===== src/design/sfr_pkg.sv =====
package sfr_pkg;

  // Frame layout.
  localparam int FRAME_BYTES  = 25;
  localparam int NUM_CHANNELS = 16;
  localparam int FLAGS_POS    = 23;
  localparam int STORE_DEPTH  = FRAME_BYTES - 1;
  localparam int CHAN_W       = 11;
  localparam int IDX_W        = 4;
  localparam int COUNT_W      = $clog2(FRAME_BYTES);
  localparam int ERR_W        = 16;

  // Data bytes 1 to 22 hold the channels, byte 23 holds the flags.
  localparam int PAYLOAD_W = 8 * (FLAGS_POS - 1);
  localparam int SHIFT_W   = 8 * FLAGS_POS;

  localparam logic [7:0] START_CODE = 8'h0F;
  localparam logic [7:0] END_CODE   = 8'h00;

  localparam int QDEPTH = 2;
  localparam int QPTR_W = $clog2(QDEPTH);
  localparam int QCNT_W = $clog2(QDEPTH + 1);

  typedef enum logic [1:0] {
    PS_SYNC  = 2'd0,
    PS_START = 2'd1,
    PS_DATA  = 2'd2
  } parse_state_t;

  // One finished frame handed from the parser to the emitter.
  typedef struct packed {
    logic                 good;
    logic [7:0]           flags;
    logic [ERR_W-1:0]     err_count;
    logic [PAYLOAD_W-1:0] payload;
  } sfr_job_t;

  // Queue status seen by both sides.
  typedef struct packed {
    logic full;
    logic empty;
  } sfr_qstat_t;

  // Saturating increment of the bad frame counter.
  function automatic logic [ERR_W-1:0] sat_inc(input logic [ERR_W-1:0] v);
    sat_inc = (v == {ERR_W{1'b1}}) ? v : v + ERR_W'(1);
  endfunction

endpackage


===== src/design/sfr_queue.sv =====
module sfr_queue
  import sfr_pkg::*;
(
  input  logic       clk,
  input  logic       rst,
  input  logic       push,
  input  sfr_job_t   push_job,
  input  logic       pop,
  output sfr_job_t   head_job,
  output sfr_qstat_t stat
);

  sfr_job_t            slots [QDEPTH];
  logic [QPTR_W-1:0]   wr_ptr;
  logic [QPTR_W-1:0]   rd_ptr;
  logic [QCNT_W-1:0]   fill;

  assign stat.full  = (fill == QCNT_W'(QDEPTH));
  assign stat.empty = (fill == '0);
  assign head_job   = slots[rd_ptr];

  // Pointer and fill bookkeeping.
  always_ff @(posedge clk) begin
    if (rst) begin
      wr_ptr <= '0;
      rd_ptr <= '0;
      fill   <= '0;
    end else begin
      if (push) begin
        wr_ptr <= (wr_ptr == QPTR_W'(QDEPTH - 1)) ? '0 : wr_ptr + QPTR_W'(1);
      end
      if (pop) begin
        rd_ptr <= (rd_ptr == QPTR_W'(QDEPTH - 1)) ? '0 : rd_ptr + QPTR_W'(1);
      end
      if (push && !pop) begin
        fill <= fill + QCNT_W'(1);
      end else if (pop && !push) begin
        fill <= fill - QCNT_W'(1);
      end
    end
  end

  // Slot storage needs no reset.
  always_ff @(posedge clk) begin
    if (push) begin
      slots[wr_ptr] <= push_job;
    end
  end

endmodule


===== src/design/sfr_front.sv =====
module sfr_front
  import sfr_pkg::*;
(
  input  logic       clk,
  input  logic       rst,
  input  logic       byte_valid,
  output logic       byte_ready,
  input  logic [7:0] rx_byte,
  input  sfr_qstat_t qstat,
  output logic       push,
  output sfr_job_t   push_job
);

  parse_state_t        state;
  parse_state_t        state_next;
  logic [7:0]          last_rx;
  logic [COUNT_W-1:0]  byte_count;
  logic [COUNT_W-1:0]  byte_count_next;
  logic [SHIFT_W-1:0]  frame_data;
  logic [ERR_W-1:0]    bad_count;
  logic                accept;
  logic                frame_end;
  logic                end_ok;
  logic                store_en;

  assign byte_ready = !qstat.full;
  assign accept     = byte_valid && byte_ready;
  assign end_ok     = (rx_byte == END_CODE);

  // Next state and byte position.
  always_comb begin
    state_next      = state;
    byte_count_next = byte_count;
    case (state)
      PS_START: begin
        if (rx_byte == START_CODE && last_rx == END_CODE) begin
          state_next      = PS_DATA;
          byte_count_next = COUNT_W'(1);
        end else begin
          state_next = PS_SYNC;
        end
      end
      PS_DATA: begin
        if (byte_count == COUNT_W'(FRAME_BYTES - 1)) begin
          state_next      = end_ok ? PS_START : PS_SYNC;
          byte_count_next = '0;
        end else begin
          byte_count_next = byte_count + COUNT_W'(1);
        end
      end
      default: begin
        state_next = (end_ok && last_rx == END_CODE) ? PS_START : PS_SYNC;
      end
    endcase
  end

  // Outputs of the parser: capture strobe and frame hand-off.
  always_comb begin
    store_en  = 1'b0;
    frame_end = 1'b0;
    case (state)
      PS_DATA: begin
        store_en  = (byte_count < COUNT_W'(STORE_DEPTH));
        frame_end = (byte_count == COUNT_W'(FRAME_BYTES - 1));
      end
      default: begin
        store_en  = 1'b0;
        frame_end = 1'b0;
      end
    endcase
  end

  assign push              = accept && frame_end;
  assign push_job.good     = end_ok;
  assign push_job.flags    = frame_data[SHIFT_W-1 -: 8];
  assign push_job.err_count = end_ok ? bad_count : sat_inc(bad_count);
  assign push_job.payload  = frame_data[PAYLOAD_W-1:0];

  // Control registers.
  always_ff @(posedge clk) begin
    if (rst) begin
      state      <= PS_START;
      last_rx    <= START_CODE;
      byte_count <= '0;
      bad_count  <= '0;
    end else if (accept) begin
      state      <= state_next;
      last_rx    <= rx_byte;
      byte_count <= byte_count_next;
      if (frame_end && !end_ok) begin
        bad_count <= sat_inc(bad_count);
      end
    end
  end

  // Data bytes shift in from the top so byte 1 ends up in the low bits.
  always_ff @(posedge clk) begin
    if (accept && store_en) begin
      frame_data <= {rx_byte, frame_data[SHIFT_W-1:8]};
    end
  end

endmodule


===== src/design/sfr_back.sv =====
module sfr_back
  import sfr_pkg::*;
(
  input  logic              clk,
  input  logic              rst,
  input  sfr_job_t          head_job,
  input  sfr_qstat_t        qstat,
  output logic              pop,
  output logic              res_valid,
  input  logic              res_ready,
  output logic [IDX_W-1:0]  channel_index,
  output logic [CHAN_W-1:0] channel_value,
  output logic [7:0]        frame_flags,
  output logic              frame_good,
  output logic [ERR_W-1:0]  error_count,
  output logic              last
);

  logic                 active;
  logic [IDX_W-1:0]     ch;
  logic [PAYLOAD_W-1:0] bits;
  logic                 good;
  logic [7:0]           flags;
  logic [ERR_W-1:0]     err_count;
  logic                 res_accept;

  assign res_valid  = active;
  assign res_accept = active && res_ready;
  assign last       = !good || (ch == IDX_W'(NUM_CHANNELS - 1));
  assign pop        = !qstat.empty && (!active || (res_accept && last));

  // Result fields come straight from the held job; error results keep only the error count, the other fields zeroed.
  assign channel_index = good ? ch : '0;
  assign channel_value = good ? bits[CHAN_W-1:0] : '0;
  assign frame_flags   = good ? flags : '0;
  assign frame_good    = good;
  assign error_count   = err_count;

  // Run control.
  always_ff @(posedge clk) begin
    if (rst) begin
      active <= 1'b0;
    end else if (pop) begin
      active <= 1'b1;
    end else if (res_accept && last) begin
      active <= 1'b0;
    end
  end

  // Job payload: load on pop, step one channel per accepted result.
  always_ff @(posedge clk) begin
    if (pop) begin
      ch        <= '0;
      bits      <= head_job.payload;
      good      <= head_job.good;
      flags     <= head_job.flags;
      err_count <= head_job.err_count;
    end else if (res_accept) begin
      ch   <= ch + IDX_W'(1);
      bits <= {{CHAN_W{1'b0}}, bits[PAYLOAD_W-1:CHAN_W]};
    end
  end

endmodule


===== src/design/sbus_frame_receiver.sv =====
// Channel  Dir  Payload
// s_*      in   tdata[7:0] rx_byte
// m_*      out  tdata channel fields and error count, tuser frame_good, tlast last
//
// One byte is taken per cycle while s_tready is high. An accepted end byte puts
// its frame into a two-frame queue between the parser and the result emitter;
// the emitter pops it when free, and a good frame then yields 16 results on
// consecutive cycles while m_tready stays high, a bad frame one error result.
// s_tready drops only while the queue is full. Reset is synchronous and clears
// all control state; the parser then waits for a start byte after two 0x00s.
module sbus_frame_receiver
  import sfr_pkg::*;
(
  input  logic        clk,
  input  logic        rst,
  input  logic        s_tvalid,
  output logic        s_tready,
  input  logic [7:0]  s_tdata,   // [7:0] rx_byte
  output logic        m_tvalid,
  input  logic        m_tready,
  output logic [39:0] m_tdata,   // [3:0] channel_index, [14:4] channel_value,
                                 // [22:15] frame_flags, [38:23] error_count, [39] zero
  output logic        m_tuser,   // [0] frame_good
  output logic        m_tlast
);

  sfr_qstat_t          qstat;
  sfr_job_t            push_job;
  sfr_job_t            head_job;
  logic                push;
  logic                pop;
  logic [IDX_W-1:0]    channel_index;
  logic [CHAN_W-1:0]   channel_value;
  logic [7:0]          frame_flags;
  logic [ERR_W-1:0]    error_count;

  sfr_front u_front (
    .clk        (clk),
    .rst        (rst),
    .byte_valid (s_tvalid),
    .byte_ready (s_tready),
    .rx_byte    (s_tdata),
    .qstat      (qstat),
    .push       (push),
    .push_job   (push_job)
  );

  sfr_queue u_queue (
    .clk      (clk),
    .rst      (rst),
    .push     (push),
    .push_job (push_job),
    .pop      (pop),
    .head_job (head_job),
    .stat     (qstat)
  );

  sfr_back u_back (
    .clk           (clk),
    .rst           (rst),
    .head_job      (head_job),
    .qstat         (qstat),
    .pop           (pop),
    .res_valid     (m_tvalid),
    .res_ready     (m_tready),
    .channel_index (channel_index),
    .channel_value (channel_value),
    .frame_flags   (frame_flags),
    .frame_good    (m_tuser),
    .error_count   (error_count),
    .last          (m_tlast)
  );

  // Pack the result fields, lowest field first.
  assign m_tdata = {1'b0, error_count, frame_flags, channel_value, channel_index};

endmodule


===== config.mk =====
export PLATFORM = sky130hd
export DESIGN_NAME = sbus_frame_receiver
export DESIGN_NICKNAME = d
export VERILOG_FILES = /design/src/design/sfr_pkg.sv /design/src/design/sfr_queue.sv /design/src/design/sfr_front.sv /design/src/design/sfr_back.sv /design/src/design/sbus_frame_receiver.sv
export SDC_FILE = /design/constraint.sdc
export NUM_CORES = 1
export LEC_CHECK = 0
export BUFFER_PORTS_ARGS = -buffer_cell sky130_fd_sc_hd__buf_2
export CAP_MARGIN = 5
export CORE_MARGIN = 3
export CORE_UTILIZATION = 25
export DETAILED_ROUTE_END_ITERATION = 10
export GPL_TIMING_DRIVEN = 0
export PLACE_DENSITY_LB_ADDON = 0.12
export SLEW_MARGIN = 0
export SYNTH_ARGS = -nofsm -noshare
export SYNTH_HDL_FRONTEND = slang
export SYNTH_SLANG_ARGS = --single-unit

===== constraint.sdc =====
create_clock -name clk -period 15.4 [get_ports clk]
set_input_delay 0.77 -clock clk [delete_from_list [all_inputs] [get_ports clk]]
set_output_delay 0.77 -clock clk [all_outputs]
set_load 0.02 [all_outputs]

==> results_dict.tcl, run 1 <==
set metrics [dict create \
    status "finished clean" \
    cp_top_family "buffers and inverters" \
    cts_tree "yes" \
    ctsHoldBuffers 0 \
    criticalPathCategory "flop to flop" \
    slew_headroom_pct 24.1 \
    period_share_pct 22.8 \
    place_ws_ns 11.53 \
    grt_pass1_vias 16200 \
    drt-pass1-iter-count 4 \
    ir_drop_uv 69.7 \
    min_from "s_tdata[1]" \
    clock_skew_ns 0.0277 \
    ys_seq_area_share_pct 81.5 \
    postSynthAreaPerCell_um2 17.6 \
    ys.flop_type "edfxtp_1" \
    post_cts_resized 0 \
    place_congestion 0.704 \
    routed-wl-met2_mm 33.0 \
    synth_area_leaders "edfxtp_1 (79%), mux2i_1 (5.9%), a21oi_1 (3.1%)" \
    hold_ws_ns 0.344 \
    synth_nets 1721 \
    yosysWarnings 0 \
    synth.distinct_cells 66 \
    worstSetupEndpointType "flop" \
    synth-edff-count 787 \
    dieHeight_um 352 \
    drc_errors 0 \
    startpoint "u_back.ch[0]$_SDFFE_PN0P_" \
    final_net_count 1907 \
    max_freq_ghz 0.285 \
    clockRootBuffer "clkbuf_16" \
    diodes 0 \
    core-area_um2 119000 \
    drt_iter0_drc 719 \
    ys_ff_latch 828 \
    netlist.top_cell.by_area "edfxtp_1" \
    critPathMaxStageDelay_ns 0.75 \
    synth_top_cell_area_share_pct 78.8 \
    routed.top_layer "met4" \
    instances_no_fill 3561 \
    grt_start_max_net_pins 52 \
    slowest_stage "clkbuf_1" \
    drt_wl_total_mm 66.2 \
    pwr_density_cell_nw_per_um2 126 \
    slew_viol_final 0 \
    cts_buffers 93 \
    clkTransAtPathRegs_ns 0.06 \
    route.detailed.wl_per_inst_um 18.6 \
    grt_pass1_wl_mm 101 \
    track_usage_pct 10.6 \
    cts_max_path_buffers 3 \
    min_path_type "input pin to flop" \
    insertion_delay_ns 0.65 \
    finalSetupViolCount 0 \
    worstPathCellList "ha_1 -> nand3_1 -> a21oi_1 -> o22a_1 -> clkbuf_1 -> inv_1 -> clkbuf_1 -> ha_1 -> or3_1 -> a21oi_1" \
    start_util_pct 25.3 \
    hold_violations 0 \
    crit_path_start_kind "flop" \
    wl_met1_mm 29.1 \
    portBuffers 53 \
    route.met3.wl_mm 2.03 \
    layout-drive-gt1-share_pct 14.9 \
    tightest_slew_ns 1.14 \
    cap_violations 0 \
    clock-sinks 828 \
    fp.dieArea_um2 124000 \
    required_ns 15.98 \
    syn2layout_area_growth_pct 20.0 \
    synth_area_um2 30000 \
    path_max_fanout 10 \
    fin_crit_ns 3.51 \
    htreeDepth 3 \
    leakagePower_uw 0.0109 \
    cp.arrival_ns 4.09 \
    reg2reg_from "u_back.ch[0]$_SDFFE_PN0P_" \
    dp_hpwl_mm 42.4 \
    num_io_pins 56 \
    fill_cells 11800 \
    num_rows 126 \
    critPathBufInv 3 \
    cts_setup_buffers 0 \
    synth-async-reset-ratio_pct 0 \
    setup_slack_ns 11.89 \
    viasPerCell 4.09 \
    synthCells 1702 \
    dp.cells 3393 \
    antenna_found_initial 2 \
    die_w_um 352 \
    drtAntennaViolNets 0 \
    via_count 14600 \
    rsz0062_at_grt "no" \
    grt-ovfl-total 0 \
]
## worst paths after layout
path,endpoint,slack (ns),cells past startpoint
worst max-delay path,u_queue.fill[1]$_SDFFE_PP0P_,11.89,10
worst min-delay path,u_front.frame_data[177]$_DFFE_PP_,0.34,1
worst max register to register,u_queue.fill[1]$_SDFFE_PP0P_,11.89,10
worst min register to register,u_queue.slots[1][2]$_DFFE_PP_,0.44,0
## kinds of logic (layout without fill, tap and decap cells)
group           count (synthesis)  in the layout  share of synthesized area (%)
flops                         828            828                           81.5
simple gates                  329            329                           5.10
compound gates                220            220                           4.17
mux                           206            206                           6.99
buf+inv                        87            346                           1.23
xor+xnor                       24             24                          0.701
fa+ha+maj                       7              7                          0.292
other cells                     1              1                         0.0125
## cell usage after synthesis (all sizes together), types with 7 or more instances
cell type	count
xor2	9
inv	13
xnor2	15
edfxtp	787
o21ai	8
nand3	16
dfxtp	41
buf	29
mux2i	177
mux2	29
ha	7
and2	27
a21oi	188
nor2	207
nand2	37
clkbuf	43
## through the flow
step           cell area, um^2  setup TNS, ns  util, %  power, uW
2_1_floorplan            30000              0        -       2480
3_3_place_gp             32300       -3389.49     27.2       2490
3_5_place_dp             33100              0     27.9       2490
4_1_cts                  36000              0     30.4       4630
5_1_grt                  36000              0     30.4       4720
6_report                 36000              0     30.4       4550
## sequential cells by signal, summed over array words and instances (netlist names), named ones only
signal / count
u_back.frame_good: 1
u_queue.wr_ptr: 1
u_front.state: 2
u_queue.rd_ptr: 1
u_queue.fill: 2
u_front.frame_data: 184
u_front.last_rx: 8
u_back.error_count: 16
u_back.ch: 4
u_front.bad_count: 16
u_back.bits: 176
u_back.flags: 8
u_front.byte_count: 5
u_back.res_valid: 1
u_queue.slots: 402
## worst reg2reg max path: cells and delay by family, from the launching register on
family | cells | cell delay, ns
and+or+nand+nor | 2 | 0.52
buffers and inverters | 3 | 1.31
AOI/OAI and AO/OA | 3 | 0.61
DFF | 1 | 0.38
adders and majority gates | 2 | 0.62
## layout by cell type, fill, tap and decap left out, drive strengths merged, types with 4 or more instances in the layout
cell    count
edfxtp    787
nor2      207
a21oi     188
mux2i     177
clkbuf    166
buf       120
dfxtp      41
nand2      37
clkinv     36
mux2       29
and2       27
nand3      16
inv        16
xnor2      15
xor2        9
o21ai       8
ha          7
nor4        6
nand4       6
and3        5
bufinv      5
or3         4
nor3        4
or2         4
## layout make-up
| cell class | instances | area, um^2 | area share, % |
|---|---|---|---|
| Clock inverter | 45 | 372 | 1.03 |
| Clock buffer | 123 | 2500 | 6.95 |
| Timing Repair Buffer | 91 | 1090 | 3.04 |
| Sequential cell | 828 | 24500 | 67.9 |
| Inverter | 15 | 57.6 | 0.160 |
| Multi-Input combinational cell | 787 | 5220 | 14.5 |
| Buffer | 72 | 312 | 0.865 |
| Tap cell | 1600 | 2000 | 5.56 |
## where the power goes
part	switching, uW	internal [uW]
sequential	1.44	2430
clock	878	1230
combinational	9.03	4.14
## per-layer routing
layer	up-vias	track usage (%)
met1	7345	13.3
met2	230	18.4
met4	0	3.83
met5	-	0
met3	117	1.97
li1	6877	-
Power figures use the tool's default switching activity.
==> run 2, diff against run 1 <==
==> constraint.sdc (replaced) <==
create_clock -name clk -period 2.9 [get_ports clk]
set_input_delay 0.145 -clock clk [delete_from_list [all_inputs] [get_ports clk]]
set_output_delay 0.145 -clock clk [all_outputs]
set_load 0.02 [all_outputs]
==> run 2 against run 1 <==
Against the previous run: clock skew decreased by 0.012 ns; sequential power rose to 5.3 times the previous value; die area unchanged; register-to-register slack got worse by 12 ns; clock power grew to 5.1 times the previous value; power grew to 5.2 times the previous value; critical endpoint is now u_queue.slots[1][75]$_DFFE_PP_; clock-buffer cell count is 1 lower; cell count grew 0.39%; largest cell class unchanged; worst hold slack worse by 0.058 ns; maximum frequency rose by 30%; via count down 0.38%; first-iteration DRC count rose by 12%.
==> results_dict.tcl, run 2 (same netlist as run 1, synthesis figures left out) <==
set metrics [dict create \
    criticalPathCategory "flop to flop" \
    largest_reg_flops 402 \
    drt-pass1-iter-count 4 \
    status "finished clean" \
    htreeDepth 3 \
    drt_iter0_drc 805 \
    place_area_um2 33200 \
    cts_tree "yes" \
    insertion_delay_ns 0.64 \
    syn2layout_area_growth_pct 20.3 \
    reg2reg_from "u_front.byte_count[1]$_SDFFE_PP0P_" \
    clkTransAtPathRegs_ns 0.06 \
    clock-sinks 828 \
    required_ns 3.21 \
    viasPerCell 4.06 \
    stdcell_area_um2 36100 \
    core-area_um2 119000 \
    track_usage_pct 10.4 \
    grt-ovfl-total 0 \
    die_w_um 352 \
    reg2reg_slack_ns 0.19 \
    dp.cells 3395 \
    hold_violations 0 \
    drtAntennaViolNets 0 \
    crit_path_start_kind "flop" \
    ir_drop_uv 404 \
    clockRootBuffer "clkbuf_16" \
    fp.dieArea_um2 124000 \
    antenna_found_initial 0 \
    reg2reg_to "u_queue.slots[1][75]$_DFFE_PP_" \
    reg.largest.list "u_queue.slots (402), u_front.frame_data (184), u_back.bits (176)" \
    worstRegToRegCells 8 \
    num_io_pins 56 \
    path_max_fanout 37 \
    place_congestion 0.720 \
    largest-register "u_queue.slots" \
    worstSetupEndpointType "flop" \
    grt_pass1_vias 15600 \
    final_cell_mix "edfxtp_1 (787), nor2_1 (204), a21oi_1 (187), mux2i_1 (177), clkbuf_16 (92)" \
    slew_viol_final 0 \
    place_ws_ns -0.682 \
    clock_skew_ns 0.0160 \
    pwr_density_cell_nw_per_um2 659 \
    grt_start_max_net_pins 44 \
    num_rows 126 \
    cts_max_path_buffers 3 \
    portBuffers 53 \
    setup_slack_ns 0.192 \
    final_net_count 1922 \
    tightest_slew_ns 0.901 \
    layout-drive-gt1-share_pct 15.4 \
    drt_wl_total_mm 64.9 \
    max_freq_ghz 0.369 \
    via_count 14500 \
    dp_hpwl_mm 42.1 \
    leakagePower_uw 0.0110 \
    start_util_pct 25.3 \
    dieHeight_um 352 \
    cap_violations 0 \
    min_path_type "input pin to flop" \
    instances_no_fill 3575 \
    min_from "s_tdata[6]" \
    drc_errors 0 \
    slew_headroom_pct 40.0 \
    grt_pass1_wl_mm 99.4 \
    cts_buffers 91 \
    fin_crit_ns 2.71 \
    holdPathStages 2 \
    period_share_pct 93.4 \
    cp.arrival_ns 3.02 \
    layout_commonest_cell "edfxtp_1" \
    whs_endpoint "u_front.frame_data[182]$_DFFE_PP_" \
    postLayoutCoreUtil_pct 30.4 \
    route.detailed.wl_per_inst_um 18.2 \
    finalSetupViolCount 0 \
]
==> run 2: cell types whose count changed in the layout (fill, tap and decap cells not counted), sizes merged <==
| cell | before | now |
|---|---|---|
| dlygate4sd3 | 0 | 11 |
| inv | 16 | 17 |
| clkbuf | 166 | 163 |
| bufinv | 5 | 4 |
| clkinvlp | 3 | 4 |
| clkinv | 36 | 31 |
| diode | 0 | 2 |
| buf | 120 | 128 |
==> run 2: area by class of cell <==
class                   instances  area, um^2
fillers                     11700       82500
well taps                    1600        2000
plain buffers                  71         313
repair buffers                109        1250
diodes                          2        5.00
clock buffers                 122        2410
multi-input cells             787        5250
inverters                      15        67.6
flip-flops and latches        828       24500
clock inverters                41         330
==> run 2: metrics by stage <==
| stage | total power, uW | TNS [ns] | hold WS (ns) |
|---|---|---|---|
| floorplan | 13200 | -1018.64 | 0.244 |
| global placement | 13200 | -3128.55 | 0.393 |
| detailed placement | 13200 | -4.12 | 0.393 |
| CTS | 24200 | -0.0208 | 0.217 |
| global route | 24700 | -0.000693 | 0.237 |
| finish | 23800 | 0 | 0.286 |
==> run 2: report_power, final <==
group	internal [uW]	total [uW]	switching [uW]
Combinational	32.9	84.7	51.8
Sequential	12900	12900	7.91
Clock	6200	10800	4590
==> run 2: what timing repair did <==
action,CTS,global route
buffers inserted,2,3
gates resized for setup,3,2
endpoints found under the hold margin,22,0
hold buffers,11,0
pin swaps,1,1
setup endpoints to repair,67,12
==> run 2: worst max-delay path by stage <==
stage	from	slack, ns	to
2_1_floorplan	u_queue.fill[1]$_SDFFE_PP0P_	-2.90	u_front.frame_data[0]$_DFFE_PP_
3_3_place_gp	u_front.state[0]$_SDFFE_PP1P_	-7.35	u_front.frame_data[67]$_DFFE_PP_
3_5_place_dp	u_back.ch[1]$_SDFFE_PN0P_	-0.68	u_queue.fill[1]$_SDFFE_PP0P_
4_1_cts	u_back.ch[1]$_SDFFE_PN0P_	-0.02	u_queue.fill[1]$_SDFFE_PP0P_
5_1_grt	u_back.ch[1]$_SDFFE_PN0P_	-0.0007	u_queue.fill[1]$_SDFFE_PP0P_
6_report	u_front.byte_count[1]$_SDFFE_PP0P_	0.19	u_queue.slots[1][75]$_DFFE_PP_
==> run 2: metal layers <==
| metal | global-route usage, % | part of all wire, % | up-vias |
|---|---|---|---|
| li1 | - | - | 6896 |
| met1 | 14.2 | 47 | 7305 |
| met2 | 16.7 | 47 | 213 |
| met3 | 2.27 | 3.7 | 99 |
| met4 | 2.79 | 2.1 | 0 |
| met5 | 0 | 0 | - |
==> run 2: critical path, stage by stage (launching register included) <==
cell and delay [ns]:
dfxtp_2 0.33, inv_2 0.07, ha_4 0.13, and4b_1 0.26, nand4_4 0.28, clkinv_4 0.17, and2_4 0.49, buf_12 0.29
buf_16 0.27
==> run 3, diff against run 2 <==
--- a/config.mk
+++ b/config.mk
@@ -8,10 +8,12 @@
 export BUFFER_PORTS_ARGS = -buffer_cell sky130_fd_sc_hd__buf_2
 export CAP_MARGIN = 5
 export CORE_MARGIN = 3
-export CORE_UTILIZATION = 25
+export CORE_UTILIZATION = 33
+export CTS_CLUSTER_DIAMETER = 100
 export DETAILED_ROUTE_END_ITERATION = 10
 export GPL_TIMING_DRIVEN = 0
 export PLACE_DENSITY_LB_ADDON = 0.12
+export SKIP_CTS_REPAIR_TIMING = 1
 export SLEW_MARGIN = 0
 export SYNTH_ARGS = -nofsm -noshare
 export SYNTH_HDL_FRONTEND = slang
==> run 3 against run 2 <==
Against the previous run: clock skew increased by 0.0024 ns; sequential share of layout area increased by 1.1 points; register-to-register slack got worse by 0.09 ns; sequential power about the same; critical path type unchanged; critical endpoint is now u_queue.fill[1]$_SDFFE_PP0P_; largest cell class unchanged.
==> results_dict.tcl, run 3 (same netlist as run 1, synthesis figures left out) <==
set metrics [dict create \
    diodes 0 \
    cts_buffers 87 \
    worstSetupEndpointType "flop" \
    rsz0062_at_grt "yes" \
    die_w_um 308 \
    syn2layout_area_growth_pct 18.3 \
    postLayoutCoreUtil_pct 39.7 \
    max_freq_ghz 0.358 \
    num_rows 109 \
    clkTransAtPathRegs_ns 0.06 \
    route.met3.wl_mm 1.85 \
    startpoint "u_back.ch[0]$_SDFFE_PN0P_" \
    hold_violations 0 \
    dieHeight_um 308 \
    dp_hpwl_mm 38.5 \
    pwr_density_cell_nw_per_um2 672 \
    wl_met1_mm 28.0 \
    clock-sinks 828 \
    viasPerCell 4.65 \
    layout_commonest_cell "edfxtp_1" \
    cap_violations 0 \
    place_congestion 0.728 \
    start_util_pct 33.6 \
    crit_path_end "u_queue.fill[1]$_SDFFE_PP0P_" \
    finalSetupViolCount 0 \
    drc_errors 0 \
    cts_max_path_buffers 3 \
    track_usage_pct 12.9 \
    final_cell_mix "edfxtp_1 (787), nor2_1 (204), a21oi_1 (187), mux2i_1 (177), clkbuf_16 (94)" \
    grt_start_max_net_pins 52 \
    worstRegToRegCells 9 \
    reg.largest.list "u_queue.slots (402), u_front.frame_data (184), u_back.bits (176)" \
    p_total_uw 23900 \
    min_from "rst" \
    seq_area_um2 24500 \
    htreeDepth 3 \
    cp.arrival_ns 3.33 \
    fill_cells 8051 \
    core-area_um2 89300 \
    slew_headroom_pct 37.4 \
    drtAntennaViolNets 0 \
    insertion_delay_ns 0.62 \
    layout-drive-gt1-share_pct 15.3 \
    ir_drop_uv 410 \
    reg2reg_from "u_back.ch[0]$_SDFFE_PN0P_" \
    drt_iter0_drc 896 \
    clock_skew_ns 0.0185 \
    required_ns 3.43 \
    fp.dieArea_um2 94600 \
    multiInputGateArea_um2 5250 \
    routed-wl-met2_mm 29.9 \
    fin_crit_ns 2.80 \
    grt_pass1_vias 15800 \
    routed.top_layer "met4" \
    reg2reg_to "u_queue.fill[1]$_SDFFE_PP0P_" \
    route.detailed.wl_per_inst_um 19.5 \
    antenna_found_initial 0 \
    clockRootBuffer "clkbuf_16" \
    reg2reg_slack_ns 0.10 \
    criticalPathCategory "flop to flop" \
    num_io_pins 56 \
    largest_reg_flops 402 \
    portBuffers 53 \
    cts_tree "yes" \
    via_count 14600 \
    period_share_pct 96.4 \
    leakagePower_uw 0.0110 \
    largest-register "u_queue.slots" \
    drt-pass1-iter-count 4 \
    grt_pass1_wl_mm 94.6 \
    min_path_type "input pin to flop" \
    tightest_slew_ns 0.939 \
    path_max_fanout 12 \
    final_net_count 1910 \
    crit_path_start_kind "flop" \
    status "finished clean" \
    grt-ovfl-total 0 \
    slew_viol_final 0 \
    drt_wl_total_mm 61.0 \
]
## run 3: cell types whose count changed in the layout (fill, tap and decap cells not counted), moves of 4 or more
cell      delta
buf_8        -4
clkbuf_1    -14
clkinv_1     +5
clkinv_2     +6
## run 3: how the worst min path moves through the flow
stage,end,depth (start not counted)
2_1_floorplan,u_front.frame_data[176]$_DFFE_PP_,0
3_3_place_gp,u_front.frame_data[176]$_DFFE_PP_,1
3_5_place_dp,u_front.frame_data[176]$_DFFE_PP_,1
4_1_cts,u_front.frame_data[178]$_DFFE_PP_,1
5_1_grt,u_front.bad_count[10]$_SDFFE_PP0P_,3
6_report,u_front.bad_count[10]$_SDFFE_PP0P_,3
## run 3: final cells by class
cell class / instances / area share [%]
inverter: 15 / 0.180
buffer: 71 / 0.888
sequential: 828 / 68.9
multi-input combinational: 787 / 14.8
clock inverter: 49 / 1.15
clock buffer: 110 / 6.73
tap: 1165 / 4.11
timing repair buffer: 101 / 3.24
## run 3: worst max-delay path: stages, from the launching register on
cell and delay (ns):
dfxtp_1 0.40, ha_1 0.19, nand3_1 0.12, a21oi_1 0.21, o22a_1 0.27, buf_4 0.29
inv_1 0.27, ha_1 0.41, or3_1 0.37, a21oi_1 0.17
## run 3: through the flow
stage | TNS [ns] | hold slack [ns] | setup WS [ns] | instance area [um^2] | instances
2_1_floorplan | -1018.64 | 0.244 | -2.90 | 30100 | 1702
3_3_place_gp | -3007.18 | 0.377 | -7.01 | 31800 | 2920
3_5_place_dp | -14.77 | 0.384 | -0.634 | 32500 | 2954
4_1_cts | -17.18 | -0.288 | -0.652 | 35300 | 3113
5_1_grt | -0.179 | 0.0775 | -0.179 | 35500 | 3126
6_report | 0 | 0.0741 | 0.103 | 35500 | 3126
## run 3: metal layers
metal	vias up	track usage, %
met5	-	0
met4	0	3.44
met3	101	2.14
met2	207	21.9
met1	7384	17.3
li1	6859	-
## run 3: power by group
part / switching [uW] / internal (uW)
Combinational: 49.3 / 31.7
Sequential: 8.44 / 12900
Clock: 4440 / 6430
